File: src/sv/ll1tp_pkg.sv
`timescale 1ns / 1ps
// Shared types, grammar tables and engine states for the LL(1) table parser.
// No dependencies; every other file imports this package.
package ll1tp_pkg;

  localparam int unsigned KIND_W          = 3;
  localparam int unsigned VALUE_W         = 16;
  localparam int unsigned EVK_W           = 3;
  localparam int unsigned PROD_W          = 4;
  localparam int unsigned SYM_W           = 4;
  localparam int unsigned NT_COUNT        = 6;
  localparam int unsigned KIND_COUNT      = 6;
  localparam int unsigned PROD_COUNT      = 9;
  localparam int unsigned RHS_MAX         = 4;
  localparam int unsigned RHS_LEN_W       = 3;
  localparam int unsigned MAX_RESULTS     = 8;
  localparam int unsigned CNT_W           = $clog2(MAX_RESULTS);
  localparam int unsigned STACK_DEPTH_DEF = 64;

  typedef logic [SYM_W-1:0]     sym_t;
  typedef logic [PROD_W-1:0]    prod_t;
  typedef logic [RHS_LEN_W-1:0] rhs_len_t;

  // Symbol encoding: nonterminals first, then terminals (token kind + base), then marker.
  localparam sym_t SYM_START     = 4'd0;
  localparam sym_t SYM_TERM_BASE = 4'd6;
  localparam sym_t SYM_LAST_TERM = 4'd11;
  localparam sym_t SYM_MARK      = 4'd12;
  localparam prod_t NO_RULE      = 4'd15;

  typedef enum logic [EVK_W-1:0] {
    EV_PROD   = 3'd0,
    EV_MARK   = 3'd1,
    EV_MATCH  = 3'd2,
    EV_ACCEPT = 3'd3,
    EV_ERROR  = 3'd4
  } event_kind_t;

  typedef enum logic [2:0] {
    ST_INIT,
    ST_IDLE,
    ST_FETCH,
    ST_EVAL,
    ST_PUSH
  } eng_state_t;

  // Prediction table, row = nonterminal, column = token kind.
  localparam prod_t [0:NT_COUNT-1][0:KIND_COUNT-1] PREDICT_TBL = '{
    '{4'd0,    NO_RULE, NO_RULE, NO_RULE, 4'd0,    NO_RULE},
    '{4'd1,    NO_RULE, NO_RULE, NO_RULE, 4'd1,    NO_RULE},
    '{NO_RULE, 4'd3,    NO_RULE, 4'd2,    NO_RULE, 4'd3   },
    '{4'd4,    NO_RULE, NO_RULE, NO_RULE, 4'd4,    NO_RULE},
    '{NO_RULE, 4'd6,    4'd5,    4'd6,    NO_RULE, 4'd6   },
    '{4'd7,    NO_RULE, NO_RULE, NO_RULE, 4'd8,    NO_RULE}
  };

  localparam rhs_len_t [0:PROD_COUNT-1] RHS_LEN_TBL = '{
    3'd2, 3'd2, 3'd4, 3'd0, 3'd2, 3'd3, 3'd0, 3'd3, 3'd1
  };

  // Right-hand sides in push order: the last symbol ends on top.
  localparam sym_t [0:PROD_COUNT-1][0:RHS_MAX-1] RHS_SYM_TBL = '{
    '{4'd11, 4'd1,  4'd0, 4'd0},
    '{4'd2,  4'd3,  4'd0, 4'd0},
    '{4'd2,  4'd12, 4'd3, 4'd9},
    '{4'd0,  4'd0,  4'd0, 4'd0},
    '{4'd4,  4'd5,  4'd0, 4'd0},
    '{4'd4,  4'd5,  4'd8, 4'd0},
    '{4'd0,  4'd0,  4'd0, 4'd0},
    '{4'd7,  4'd1,  4'd6, 4'd0},
    '{4'd10, 4'd0,  4'd0, 4'd0}
  };

  // Classified token as it waits between front and engine.
  typedef struct packed {
    logic                      term_ok;
    sym_t                      term_sym;
    prod_t [NT_COUNT-1:0]      pred;
    logic [VALUE_W-1:0]        value;
  } tok_item_t;

endpackage

File: src/sv/ll1tp_if.sv
`timescale 1ns / 1ps
// Valid/ready channel interfaces for tokens in and parse events out.
// Depends on ll1tp_pkg for field widths.
interface ll1tp_token_if import ll1tp_pkg::*; ();
  logic               valid;
  logic               ready;
  logic [KIND_W-1:0]  token_kind;
  logic [VALUE_W-1:0] token_value;

  modport source (output valid, output token_kind, output token_value, input ready);
  modport sink   (input valid, input token_kind, input token_value, output ready);
endinterface

interface ll1tp_event_if import ll1tp_pkg::*; ();
  logic               valid;
  logic               ready;
  logic [EVK_W-1:0]   event_kind;
  logic [PROD_W-1:0]  production;
  logic [VALUE_W-1:0] matched_value;
  logic               last;

  modport source (output valid, output event_kind, output production, output matched_value,
                  output last, input ready);
  modport sink   (input valid, input event_kind, input production, input matched_value,
                  input last, output ready);
endinterface

File: src/sv/ll1_table_parser.sv
`timescale 1ns / 1ps
// Top level of the LL(1) table parser: front end, token queue and stack engine.
// Depends on ll1tp_pkg, ll1tp_if, ll1tp_front, ll1tp_queue and ll1tp_engine.
//
// Usage: feed one token per transaction on tokens (token_kind, token_value).
// Each token yields one to eight event transactions on events: production
// applied, action marker, match, accept or error; last marks the final event
// of the token. After accept or error the stack restarts from the start symbol.
//
// Throughput: the engine works on one token at a time. Each expansion pushes its
// right-hand side one symbol at a time, and each action marker popped is a step of
// its own, up to the event budget. The registered read of the stack memory adds a
// fetch state to every step. A two-entry queue lets the front end take up to two
// tokens while the engine works.
//
// Reset: rst is synchronous, active high. The cycle after reset writes the start
// symbol into the stack bottom; tokens are taken from then on.
// Stall: events sit in an output register; while the receiver holds ready low
// the engine holds, and the queue fills and then drops tokens.ready.
module ll1_table_parser import ll1tp_pkg::*; #(
  parameter int unsigned STACK_DEPTH = STACK_DEPTH_DEF
) (
  input  logic          clk,
  input  logic          rst,
  ll1tp_token_if.sink   tokens,
  ll1tp_event_if.source events
);

  // front end to queue
  logic      fq_valid;
  logic      fq_ready;
  tok_item_t fq_item;

  // queue to engine
  logic      qe_valid;
  logic      qe_ready;
  tok_item_t qe_item;

  // classify each token: terminal symbol and its prediction column
  ll1tp_front u_front (
    .tokens     (tokens),
    .push_valid (fq_valid),
    .push_ready (fq_ready),
    .push_item  (fq_item)
  );

  // decouple acceptance from the stack work
  ll1tp_queue u_queue (
    .clk        (clk),
    .rst        (rst),
    .push_valid (fq_valid),
    .push_ready (fq_ready),
    .push_item  (fq_item),
    .pop_valid  (qe_valid),
    .pop_ready  (qe_ready),
    .pop_item   (qe_item)
  );

  // expand, pop and match against the symbol stack; drive the event register
  ll1tp_engine #(
    .STACK_DEPTH (STACK_DEPTH)
  ) u_engine (
    .clk     (clk),
    .rst     (rst),
    .q_valid (qe_valid),
    .q_ready (qe_ready),
    .q_item  (qe_item),
    .events  (events)
  );

endmodule

File: src/sv/ll1tp_front.sv
`timescale 1ns / 1ps
// Front end: takes tokens and looks up their prediction column ahead of the engine.
// Depends on ll1tp_pkg and ll1tp_token_if.
module ll1tp_front import ll1tp_pkg::*; (
  ll1tp_token_if.sink tokens,
  output logic        push_valid,
  input  logic        push_ready,
  output tok_item_t   push_item
);

  assign push_valid   = tokens.valid;
  assign tokens.ready = push_ready;

  always_comb begin
    push_item.term_ok  = (tokens.token_kind < KIND_W'(KIND_COUNT));
    push_item.term_sym = SYM_W'(tokens.token_kind) + SYM_TERM_BASE;
    push_item.value    = tokens.token_value;
    for (int i = 0; i < NT_COUNT; i++) begin
      // unknown kinds predict nothing
      push_item.pred[i] = push_item.term_ok ? PREDICT_TBL[i][tokens.token_kind] : NO_RULE;
    end
  end

endmodule

File: src/sv/ll1tp_queue.sv
`timescale 1ns / 1ps
// Two-entry queue of classified tokens between the front end and the engine.
// Depends on ll1tp_pkg.
module ll1tp_queue import ll1tp_pkg::*; (
  input  logic      clk,
  input  logic      rst,
  input  logic      push_valid,
  output logic      push_ready,
  input  tok_item_t push_item,
  output logic      pop_valid,
  input  logic      pop_ready,
  output tok_item_t pop_item
);

  tok_item_t  slots [2];
  logic       wr_ptr;
  logic       rd_ptr;
  logic [1:0] count;
  logic       do_push;
  logic       do_pop;

  assign push_ready = (count != 2'd2);
  assign pop_valid  = (count != 2'd0);
  assign pop_item   = slots[rd_ptr];
  assign do_push    = push_valid && push_ready;
  assign do_pop     = pop_valid && pop_ready;

  always_ff @(posedge clk) begin
    if (rst) begin
      wr_ptr <= 1'b0;
      rd_ptr <= 1'b0;
      count  <= 2'd0;
    end else begin
      if (do_push) wr_ptr <= ~wr_ptr;
      if (do_pop)  rd_ptr <= ~rd_ptr;
      count <= count + {1'b0, do_push} - {1'b0, do_pop};
    end
  end

  always_ff @(posedge clk) begin
    if (do_push) slots[wr_ptr] <= push_item;
  end

endmodule

File: src/sv/ll1tp_engine.sv
`timescale 1ns / 1ps
// Back end: runs the symbol stack for one token at a time and emits parse events.
// Depends on ll1tp_pkg and ll1tp_event_if.
module ll1tp_engine import ll1tp_pkg::*; #(
  parameter int unsigned STACK_DEPTH = STACK_DEPTH_DEF
) (
  input  logic          clk,
  input  logic          rst,
  input  logic          q_valid,
  output logic          q_ready,
  input  tok_item_t     q_item,
  ll1tp_event_if.source events
);

  localparam int unsigned AW  = $clog2(STACK_DEPTH);
  localparam int unsigned SPW = $clog2(STACK_DEPTH + 1);
  localparam logic [SPW:0] DEPTH_X = (SPW + 1)'(STACK_DEPTH);
  localparam logic [CNT_W-1:0] LAST_SLOT = CNT_W'(MAX_RESULTS - 1);

  sym_t stack_mem [STACK_DEPTH];
  sym_t top_sym;

  eng_state_t       state, state_next;
  logic [SPW-1:0]   sp, sp_next;
  logic [CNT_W-1:0] n, n_next;
  prod_t            prod, prod_next;
  logic [1:0]       push_idx, push_idx_next;
  tok_item_t        cur;

  logic             mem_we;
  logic [AW-1:0]    mem_waddr;
  sym_t             mem_wdata;
  logic [AW-1:0]    mem_raddr;

  logic               ev_valid;
  event_kind_t        ev_kind, ev_kind_next;
  prod_t              ev_prod, ev_prod_next;
  logic [VALUE_W-1:0] ev_val, ev_val_next;
  logic               ev_last, ev_last_next;
  logic               ev_load;
  logic               out_free;

  logic             q_take;
  logic             do_restart;
  logic [SPW-1:0]   sp_dec;
  logic             top_is_nt;
  logic [2:0]       nt_idx;
  prod_t            pred_p;
  rhs_len_t         pred_len;
  rhs_len_t         push_len;
  logic             overflow;

  assign mem_raddr = AW'(sp - SPW'(1));
  assign sp_dec    = sp - SPW'(1);
  assign top_is_nt = (top_sym < SYM_TERM_BASE);
  assign nt_idx    = top_is_nt ? top_sym[2:0] : 3'd0;
  assign pred_p    = cur.pred[nt_idx];
  assign pred_len  = (pred_p == NO_RULE) ? '0 : RHS_LEN_TBL[pred_p];
  assign push_len  = RHS_LEN_TBL[prod];
  assign overflow  = ({1'b0, sp} - (SPW + 1)'(1) + (SPW + 1)'(pred_len)) > DEPTH_X;
  assign out_free  = !ev_valid || events.ready;
  assign q_take    = q_valid && q_ready;

  always_comb begin
    state_next    = state;
    sp_next       = sp;
    n_next        = n;
    prod_next     = prod;
    push_idx_next = push_idx;
    q_ready       = 1'b0;
    do_restart    = 1'b0;
    mem_we        = 1'b0;
    mem_waddr     = '0;
    mem_wdata     = SYM_START;
    ev_load       = 1'b0;
    ev_kind_next  = EV_ERROR;
    ev_prod_next  = '0;
    ev_val_next   = '0;
    ev_last_next  = 1'b0;
    unique case (state)
      ST_INIT: begin
        do_restart = 1'b1;
        state_next = ST_IDLE;
      end
      ST_IDLE: begin
        q_ready = 1'b1;
        if (q_valid) begin
          n_next     = '0;
          state_next = ST_FETCH;
        end
      end
      ST_FETCH: begin
        state_next = ST_EVAL;
      end
      ST_EVAL: begin
        if (out_free) begin
          ev_load = 1'b1;
          priority if (n == LAST_SLOT) begin
            ev_last_next = 1'b1;
            do_restart   = 1'b1;
            state_next   = ST_IDLE;
          end else if (top_is_nt) begin
            if (pred_p == NO_RULE || overflow) begin
              ev_last_next = 1'b1;
              do_restart   = 1'b1;
              state_next   = ST_IDLE;
            end else begin
              ev_kind_next  = EV_PROD;
              ev_prod_next  = pred_p;
              n_next        = n + CNT_W'(1);
              prod_next     = pred_p;
              push_idx_next = '0;
              sp_next       = sp_dec;
              if (pred_len == '0) begin
                do_restart = (sp_dec == '0);
                state_next = ST_FETCH;
              end else begin
                state_next = ST_PUSH;
              end
            end
          end else if (top_sym > SYM_LAST_TERM) begin
            ev_kind_next = EV_MARK;
            n_next       = n + CNT_W'(1);
            sp_next      = sp_dec;
            do_restart   = (sp_dec == '0);
            state_next   = ST_FETCH;
          end else if (cur.term_ok && top_sym == cur.term_sym) begin
            ev_last_next = 1'b1;
            ev_val_next  = cur.value;
            sp_next      = sp_dec;
            state_next   = ST_IDLE;
            if (sp_dec == '0) begin
              ev_kind_next = EV_ACCEPT;
              do_restart   = 1'b1;
            end else begin
              ev_kind_next = EV_MATCH;
            end
          end else begin
            ev_last_next = 1'b1;
            do_restart   = 1'b1;
            state_next   = ST_IDLE;
          end
        end
      end
      ST_PUSH: begin
        mem_we        = 1'b1;
        mem_waddr     = AW'(sp);
        mem_wdata     = RHS_SYM_TBL[prod][push_idx];
        sp_next       = sp + SPW'(1);
        push_idx_next = push_idx + 2'd1;
        if ({1'b0, push_idx} == push_len - rhs_len_t'(1)) state_next = ST_FETCH;
      end
      default: state_next = ST_INIT;
    endcase
    // fresh stack: start symbol alone at the bottom
    if (do_restart) begin
      sp_next   = SPW'(1);
      mem_we    = 1'b1;
      mem_waddr = '0;
      mem_wdata = SYM_START;
    end
  end

  always_ff @(posedge clk) begin
    if (rst) begin
      state    <= ST_INIT;
      sp       <= SPW'(1);
      n        <= '0;
      push_idx <= '0;
      ev_valid <= 1'b0;
    end else begin
      state    <= state_next;
      sp       <= sp_next;
      n        <= n_next;
      push_idx <= push_idx_next;
      if (ev_load)           ev_valid <= 1'b1;
      else if (events.ready) ev_valid <= 1'b0;
    end
  end

  always_ff @(posedge clk) begin
    prod <= prod_next;
    if (q_take) cur <= q_item;
    if (ev_load) begin
      ev_kind <= ev_kind_next;
      ev_prod <= ev_prod_next;
      ev_val  <= ev_val_next;
      ev_last <= ev_last_next;
    end
  end

  always_ff @(posedge clk) begin
    if (mem_we) stack_mem[mem_waddr] <= mem_wdata;
    top_sym <= stack_mem[mem_raddr];
  end

  assign events.valid         = ev_valid;
  assign events.event_kind    = ev_kind;
  assign events.production    = ev_prod;
  assign events.matched_value = ev_val;
  assign events.last          = ev_last;

`ifndef NO_ASSERTIONS
  // while pushing, the pointer starts from the popped slot and may sit at zero
  a_sp_range: assert property (@(posedge clk) disable iff (rst)
    state != ST_PUSH |-> sp != '0 && sp <= SPW'(STACK_DEPTH))
    else $error("stack pointer out of range");

  a_push_room: assert property (@(posedge clk) disable iff (rst)
    state == ST_PUSH |-> sp < SPW'(STACK_DEPTH) && {1'b0, push_idx} < push_len)
    else $error("push beyond stack or right-hand side");

  a_last_ends_token: assert property (@(posedge clk) disable iff (rst)
    ev_load && ev_last_next |=> state == ST_IDLE)
    else $error("final event did not end the token");

  a_budget: assert property (@(posedge clk) disable iff (rst)
    ev_load && !ev_last_next |=> n != '0 && n <= LAST_SLOT)
    else $error("event count out of step");

  a_no_take_busy: assert property (@(posedge clk) disable iff (rst)
    q_take |-> state == ST_IDLE)
    else $error("token taken while engine busy");
`endif

endmodule

File: src/flat_wrapper.sv
// flat-port wrapper written by rule: the top's interface ports become plain ports
module ll1_table_parser_flat import ll1tp_pkg::*;
#(
  parameter int unsigned STACK_DEPTH = STACK_DEPTH_DEF
)
  (clk, rst, tokens_valid, tokens_token_kind, tokens_token_value, tokens_ready, events_valid, events_event_kind, events_production, events_matched_value, events_last, events_ready);
  ll1tp_token_if tokens_i ();
  ll1tp_event_if events_i ();
  input  logic clk;
  input  logic rst;
  input wire logic [$bits(tokens_i.valid)-1:0] tokens_valid;
  input wire logic [$bits(tokens_i.token_kind)-1:0] tokens_token_kind;
  input wire logic [$bits(tokens_i.token_value)-1:0] tokens_token_value;
  output wire logic [$bits(tokens_i.ready)-1:0] tokens_ready;
  output wire logic [$bits(events_i.valid)-1:0] events_valid;
  output wire logic [$bits(events_i.event_kind)-1:0] events_event_kind;
  output wire logic [$bits(events_i.production)-1:0] events_production;
  output wire logic [$bits(events_i.matched_value)-1:0] events_matched_value;
  output wire logic [$bits(events_i.last)-1:0] events_last;
  input wire logic [$bits(events_i.ready)-1:0] events_ready;
  assign tokens_i.valid = tokens_valid;
  assign tokens_i.token_kind = tokens_token_kind;
  assign tokens_i.token_value = tokens_token_value;
  assign tokens_ready = tokens_i.ready;
  assign events_valid = events_i.valid;
  assign events_event_kind = events_i.event_kind;
  assign events_production = events_i.production;
  assign events_matched_value = events_i.matched_value;
  assign events_last = events_i.last;
  assign events_i.ready = events_ready;
  ll1_table_parser #(.STACK_DEPTH(STACK_DEPTH)) u_core (.clk(clk), .rst(rst), .tokens(tokens_i), .events(events_i));
endmodule
File: config.mk
export PLATFORM = sky130hd
export DESIGN_NAME = ll1_table_parser_flat
export DESIGN_NICKNAME = d
export VERILOG_FILES = /design/src/sv/ll1tp_pkg.sv /design/src/sv/ll1tp_if.sv /design/src/sv/ll1_table_parser.sv /design/src/sv/ll1tp_front.sv /design/src/sv/ll1tp_queue.sv /design/src/sv/ll1tp_engine.sv /design/src/flat_wrapper.sv
export SDC_FILE = /design/constraint.sdc
export NUM_CORES = 1
export LEC_CHECK = 0
export ABC_AREA = 1
export BUFFER_PORTS_ARGS = -buffer_cell sky130_fd_sc_hd__buf_2
export CORE_MARGIN = 8
export CORE_UTILIZATION = 65
export CTS_CLUSTER_SIZE = 40
export DETAILED_ROUTE_END_ITERATION = 10
export PLACE_DENSITY = 0.92
export SLEW_MARGIN = 5
export SYNTH_ARGS = -nofsm -noshare
export SYNTH_HDL_FRONTEND = slang
export SYNTH_SLANG_ARGS = --single-unit
File: constraint.sdc
create_clock -name clk -period 6.4 [get_ports clk]
set_input_delay 1.92 -clock clk [delete_from_list [all_inputs] [get_ports clk]]
set_output_delay 1.92 -clock clk [all_outputs]
set_load 0.02 [all_outputs]
# Word level (Yosys, flattened, before mapping)
# Memory sizes are Yosys's and may differ from the RTL's. A register that Yosys moved wholly into a read port is not among the register bits.
# Cells that the tools add are included.
[totals]
reg_bits = 48
latch_bits = 0
mem_bits_rw = 346
romBits = 544
input_bits = 23
out_inout_bits = 26
wordCells = 188
mem_count = 11
[mem_list]
columns = ["name", "depth", "word_bits", "rd", "rd_ports_with_merged_regs", "write_ports", "line", "source"]
rows = [
  ["(no name shown)", 16, 16, 1, 0, 0, "ll1tp_engine.sv:148", "mem_wdata = RHS_SYM_TBL[prod][push_idx];"],
  ["u_core.u_engine.stack_mem", 64, 4, 1, 1, 1, "ll1tp_engine.sv:20", "sym_t stack_mem [STACK_DEPTH];"],
  ["u_core.u_queue.slots", 2, 45, 1, 1, 1, "ll1tp_queue.sv:15", "tok_item_t slots [2];"],
  ["(no name shown)", 16, 3, 1, 0, 0, "ll1tp_engine.sv:59", "assign push_len = RHS_LEN_TBL[prod];"],
  ["(no name shown)", 16, 3, 1, 0, 0, "ll1tp_engine.sv:58", "assign pred_len = (pred_p == NO_RULE) ? '0 : RHS_LEN_TBL[pred_p];"],
  ["(no name shown)", 8, 4, 1, 0, 0, "ll1tp_front.sv:20", "push_item.pred[i] = push_item.term_ok ? PREDICT_TBL[i][tokens.token_kind] : NO_RULE;"],
  ["+5 memories", "--", "--", "--", "--", "--", "--", ""],
]
[classes]
n_addsub = 10
n_mul = 0
div = 0
magnitude_cmp = 9
n_eq_ne = 18
shifts = 0
muxes = 92
bitwise = 12
reduce_logical = 23
[op_table]
columns = ["cell", "count"]
rows = [
  ["$mux 4", 23],
  ["$mux 3", 23],
  ["$mux 7", 6],
  ["$mux 16", 2],
  ["$mux 1", 24],
  ["$pmux 3 s5", 1],
  ["$reduce_and 5->1", 3],
  ["$pmux 7 s2", 1],
  ["$bmux 4 s3", 1],
  ["$mux 6", 2],
  ["$ne 2x2->1 const B", 6],
  ["$ge 5x5->1 const B", 2],
  ["$mux 2", 5],
  ["$not 4->5", 2],
  ["$add 8x3->8", 1],
  ["$bmux 4 s2", 1],
  ["$gt 8x7->1 const B", 1],
  ["$not 1->1", 8],
  ["$reduce_bool 2->1", 4],
  ["$sub 7x1->8 const B", 1],
  ["$add 7x1->7 const B", 1],
  ["$logic_not 7->1", 1],
  ["$sub 7x1->7 const B", 1],
  ["$eq 3x2->1 const B", 2],
  ["36 further kinds", 42],
]

# Longest topological paths before layout
[depth]
depth_word = 20
ltp_mapped = 31
mapped_depth_nobuf = 30

# Cells and area by module
# A second synthesis with hierarchy kept.
[unflattened]
cells_unflattened = 1503
area_unflattened_um2 = 19297.3
[by_module_without_submodules]
columns = ["mod", "n_inst", "cells_per_inst", "area_per_inst_um2", "seq_area_each_um2"]
rows = [
  ["ll1tp_engine", 1, 1268, 15232.1, 10279.9],
  ["ll1tp_queue", 1, 177, 3694.8, 2802.7],
  ["ll1tp_front", 1, 58, 370.4, 0.0],
]

# Least setup slack after synthesis
# No wires, ideal clock.
[synth_path]
path_kind = "flip-flop to flip-flop"
start = "register u_core.u_engine.state[0]"
end = "memory u_core.u_engine.stack_mem[0][1] (netlist bit), data pin"
setup_ns = 0.681
t_arrival_ns = 3.551
required_ns = 5.719
path_slack_ns = 2.167
path_stages_with_launch = 7
n_path_buf = 1
period_less_slack_ns = 4.233
cell_sequence = "dfxtp_1 nor2_1 inv_1 nor2_1 clkbuf_1 nand2_1 nor3_1"
[synth_via]
elab_chain_len = 3
elab_cells_between_ends = 6
classes_between = "eq/ne (2); mux (3); reduce/logical (1)"
[synth_lines]
columns = ["item", "line", "source"]
rows = [
  ["start: declaration", "ll1tp_engine.sv:23", "eng_state_t state, state_next;"],
  ["start signal: assignment", "ll1tp_engine.sv:172", "state <= state_next;"],
  ["$eq 3x2->1 (tied with other cells)", "ll1tp_engine.sv:80", "unique case (state)"],
  ["$pmux 1 s2 / $mux 4 (equally long branches)", "ll1tp_engine.sv:80", ""],
  ["$mux 4 *", "ll1tp_engine.sv:156", "if (do_restart) begin"],
  ["named net u_core.u_engine.mem_wdata[1]", "ll1tp_engine.sv:32", "sym_t mem_wdata;"],
  ["end: declaration", "ll1tp_engine.sv:20", ""],
]
# Mark *: on every way through the listed nets, which the timed path passes. The rest lies on a longest branch.

# Worst setup path in the final report
[layout_path]
start = "register u_core.u_engine.top_sym[0] (read register of u_core.u_engine.stack_mem)"
end = "memory u_core.u_engine.stack_mem[48][2] (netlist bit) (enable)"
[layout_via]
elab_chain_len = 20
elab_cells_between_ends = 29
classes_between = "add/sub (1); order compare (3); eq/ne (2); mux (18); bitwise (1); reduce/logical (3); memory (1)"
[layout_lines]
columns = ["item", "line", "source"]
rows = [
  ["start: declaration", "ll1tp_engine.sv:21", "sym_t top_sym;"],
  ["$lt 4x3->1", "ll1tp_engine.sv:55", "assign top_is_nt = (top_sym < SYM_TERM_BASE);"],
  ["$mux 3 *", "ll1tp_engine.sv:56", "assign nt_idx = top_is_nt ? top_sym[2:0] : 3'd0;"],
  ["$bmux 4 s3 *", "ll1tp_engine.sv:57", "assign pred_p = cur.pred[nt_idx];"],
  ["$mux 4 (implied by the code) *", "ll1tp_engine.sv:57", ""],
  ["named net u_core.u_engine.pred_p[0]", "ll1tp_engine.sv:48", "prod_t pred_p;"],
  ["$not 4->5 (implied by the code)", "ll1tp_engine.sv:58", ""],
  ["$mem_v2 16x3", "--", ""],
  ["$mux 3 (implied by the code) (2 in a row)", "ll1tp_engine.sv:58", ""],
  ["[4 not listed]", "--", ""],
  ["$mux 1 *", "ll1tp_engine.sv:103", "if (pred_p == NO_RULE || overflow) begin"],
  ["$mux 1 *", "ll1tp_engine.sv:102", "end else if (top_is_nt) begin"],
  ["$mux 1 *", "ll1tp_engine.sv:98", "priority if (n == LAST_SLOT) begin"],
  ["$mux 1 *", "ll1tp_engine.sv:96", "if (out_free) begin"],
  ["$pmux 1 s2 *", "ll1tp_engine.sv:80", ""],
  ["$mux 1", "ll1tp_engine.sv:156", ""],
  ["$mux 1", "ll1tp_engine.sv:193", "if (mem_we) stack_mem[mem_waddr] <= mem_wdata;"],
  ["$mux 1 (implied by the code)", "ll1tp_engine.sv:193", ""],
]
# Mark *: on every way through the listed nets, which the timed path passes. The rest lies on a longest branch. The select of a mux whose other input is x is not followed.

==> results.cfg <==
[outcome]
status = completed

[yosys]
synthCells = 1414
yosys_warnings = 0
seq_area_frac_synth_pct = 68.68
synthSimpleGateAreaFrac_pct = 13.86
synth_cell_type_count = 46
synth_edf_count = 371
synthFlopType = edfxtp_1
synth_top_family_by_area = simple AND/OR/NAND/NOR gates
synth.area.top_cells = edfxtp_1, nor2_1, nand2_1
synth_compound_area_share_pct = 8.555
syn-num-nets = 1463
async_flop_share_pct = 0
netlist.area_leader.share_pct = 65.84
synth_xor_area_share_pct = 1.272
yosys.area.top_type = edfxtp_1
synthAdderAreaFrac_pct = 1.967
syn_avg_cell_area_sq_um = 11.97
synthesis.area_sq_mm = 0.01692
synthMuxAreaShare_pct = 1.834
ys_seq_elements = 395

[die]
die_area_sq_mm = 0.03145
rows = 59
core_sq_mm = 0.02584
io_pins = 49
fp.dieW_um = 177.3
die_y_um = 177.3
start_util_pct = 65.49

[cts]
cts_tree = done
postCtsSetupRepairBufs = 0
postCtsResizedCells = 0
cts.root.buffer_cell = clkbuf_16
clkLatencyLatePin_ns = 0.54
cts.reportedPaths.clkPinSlew_ns = 0.06
clockBufferDepth = 3
cts_hold_buf = 0
numClockSinks = 395
htree_levels = 2
numCtsBuffers = 39

[worst_setup_path]
cp_data_arrival_time_ns = 4.60
critPathMaxStageDelay_ns = 0.49
path_class = reg -> reg
r2r_slack_ns = 2.01
cp-end-kind = flop
path_common_cell = nand2_1
startpoint_type = flop
required_ns = 6.61
cp_max_fo = 6
critical-path-slowest-cell = dfxtp_1

[sta]
hold_violations = 0
fin_skew_ns = 0.02287
slew_headroom_pct = 20.74
final.period_utilization_pct = 68.59
setup_violations = 0
slew_violations = 0
period_minus_slack_ns = 4.390
tightestPinTransition_ns = 1.189
holdWs_ns = 0.5068
finalSetupTns_ns = 0
grt_setup_unrepaired = no
fmax_mhz = 227.8

[global_routing]
grt_max_degree = 130
grt_overflow = 0
grt.total_usage_pct = 23.71
antenna_found_initial = 0
grt_first_pass_wirelength_um = 58090
grt_pass1_vias = 11070

[routing]
avgViaCountPerCell = 6.264
final_antenna_net_count = 0
drtIter0Drc = 1566
dr.pass1.iters = 7
wl_per_cell_um = 20.57
vias = 11380
post-route-drc-count = 0
wl_um = 37380

[pwr]
p_int_mw = 4.924
sw_frac_of_total_pct = 31.04
power_density_mw_per_mm2 = 381.1
netSwitchingPower_mw = 2.216
vdd_drop_max_mv = 0.2902
p_leak_nw = 6.839
p_seq_share_pct = 43.8
share_comb_of_total_power_pct = 24.6
pwr-share-clk_pct = 31.6

[final_layout]
num_antenna_cells = 0
design_area_sq_mm = 0.01874
utilization_pct = 72.51
fill_cells = 1579
syn2layout_area_growth_pct = 10.72
drive_gt1_share_pct = 12.01
nets = 1505
fin_cells = 1817

[place]
dpl_cell_area_sq_mm = 0.01750
place_inst = 1750
dp_hpwl_um = 22610
portBuffers = 48
gp_congestion = 0.8678

[flow_run]
cap_violations = 0

[worst_hold_path]
hp-class = reg -> reg
-- cell usage after synthesis, types with 11 or more instances --
cell type / n
o21ai_0: 83
nor2_1: 254
nand4_1: 11
ha_1: 25
inv_1: 89
nor3_1: 12
inv_2: 13
a21oi_1: 19
edfxtp_1: 371
dfxtp_1: 24
nand2_1: 196
nand3_1: 46
o32ai_1: 33
o221ai_1: 31
xor2_1: 13
clkbuf_1: 52
o211ai_1: 32
mux2i_1: 31
-- through the flow --
step                setup slack (ns)  total power [mW]
finish                         2.010             7.140
global route                   1.638             7.437
floorplan                      2.167             4.456
detailed placement             2.064             4.883
CTS                            2.047             7.115
global placement               2.317             4.799
-- power groups by stage --
stage | clock network (mW) | registers, mW | logic [mW]
global placement | 0 | 3.17 | 1.63
finish | 2.25 | 3.13 | 1.76
floorplan | 0 | 3.18 | 1.27
global route | 2.35 | 3.15 | 1.93
CTS | 2.26 | 3.13 | 1.73
detailed placement | 0 | 3.18 | 1.70
-- sequential cells by signal (all words and copies together), names as in the netlist, 2 cells and up --
signal                                flops
u_core.u_engine.stack_mem               256
u_core.u_engine.cur                      29
u_core.u_queue.slots                     58
u_core.u_engine.push_idx                  2
u_core.u_engine.sp                        7
u_core.u_engine.events.matched_value     16
u_core.u_engine.events.production         4
u_core.u_engine.events.event_kind         3
u_core.u_engine.n                         3
u_core.u_engine.top_sym                   4
u_core.u_engine.prod                      4
u_core.u_engine.state                     3
u_core.u_queue.count                      2
-- final cells by class --
| cell class | count | area (sq um) | share of cell area, % |
|---|---|---|---|
| repair buffers | 63 | 352.8 | 1.883 |
| clock inverters | 18 | 219.0 | 1.169 |
| inverters | 105 | 396.6 | 2.117 |
| clock buffers | 49 | 1013 | 5.409 |
| flip-flops and latches | 395 | 11620 | 62.05 |
| multi-input cells | 852 | 4710 | 25.14 |
| well taps | 335 | 419.2 | 2.237 |
-- critical path, delay by kind of cell, from the launching register on --
family | cells | cell delay (ns)
DFF | 1 | 0.49
and+or+nand+nor | 19 | 2.11
AOI/OAI and AO/OA | 2 | 0.18
adders and majority gates | 3 | 0.88
buffers and inverters | 3 | 0.22
xor gates and xnor gates | 1 | 0.19
-- metal layers --
metal  vias up  wire, um  track usage, %
met5         -         0               0
met4         0      1872           11.95
met3       153      3355           4.511
met2       739     18540           39.84
met1      5383     13620           29.12
li1       5107         -               -
-- cell usage in the layout (no fill, tap or decap), types with 4 or more instances in the layout --
cell type  instances
xnor2_1            6
nor2_1           250
inv_2             13
edfxtp_1         371
nor3_1            11
o32ai_1           33
bufinv_16          5
buf_4             15
mux2i_1           31
buf_2             48
a21oi_1           18
o21ai_1            8
nor2_2            11
nand4_1           11
o211ai_1          32
dfxtp_1           23
nor2_4             6
ha_1              24
o221ai_1          31
nand3_2            4
clkbuf_1          10
clkinv_2           5
clkinv_1           7
inv_1             89
nand2_2            9
clkbuf_16         39
o21ai_0           83
nand3_1           46
nand2_1          196
xor2_1            13
-- cells by family (layout without fill, tap and decap cells) --
group	count (synthesis)	in the layout
simple gates	554	554
xor+xnor	22	22
buf+inv	167	235
compound gates	219	219
flops	395	395
mux	31	31
fa+ha+maj	26	26
-- path summary, 6_finish.rpt --
check,startpoint,to,depth (start not counted)
worst max-delay path,u_core.u_engine.top_sym[0],u_core.u_engine.stack_mem[48][2],28
worst min-delay path,u_core.u_queue.slots[0][5],u_core.u_engine.cur[5],2
worst max register to register,u_core.u_engine.top_sym[0],u_core.u_engine.stack_mem[48][2],28
worst min register to register,u_core.u_queue.slots[0][5],u_core.u_engine.cur[5],2
Power figures use the tool's default switching activity.
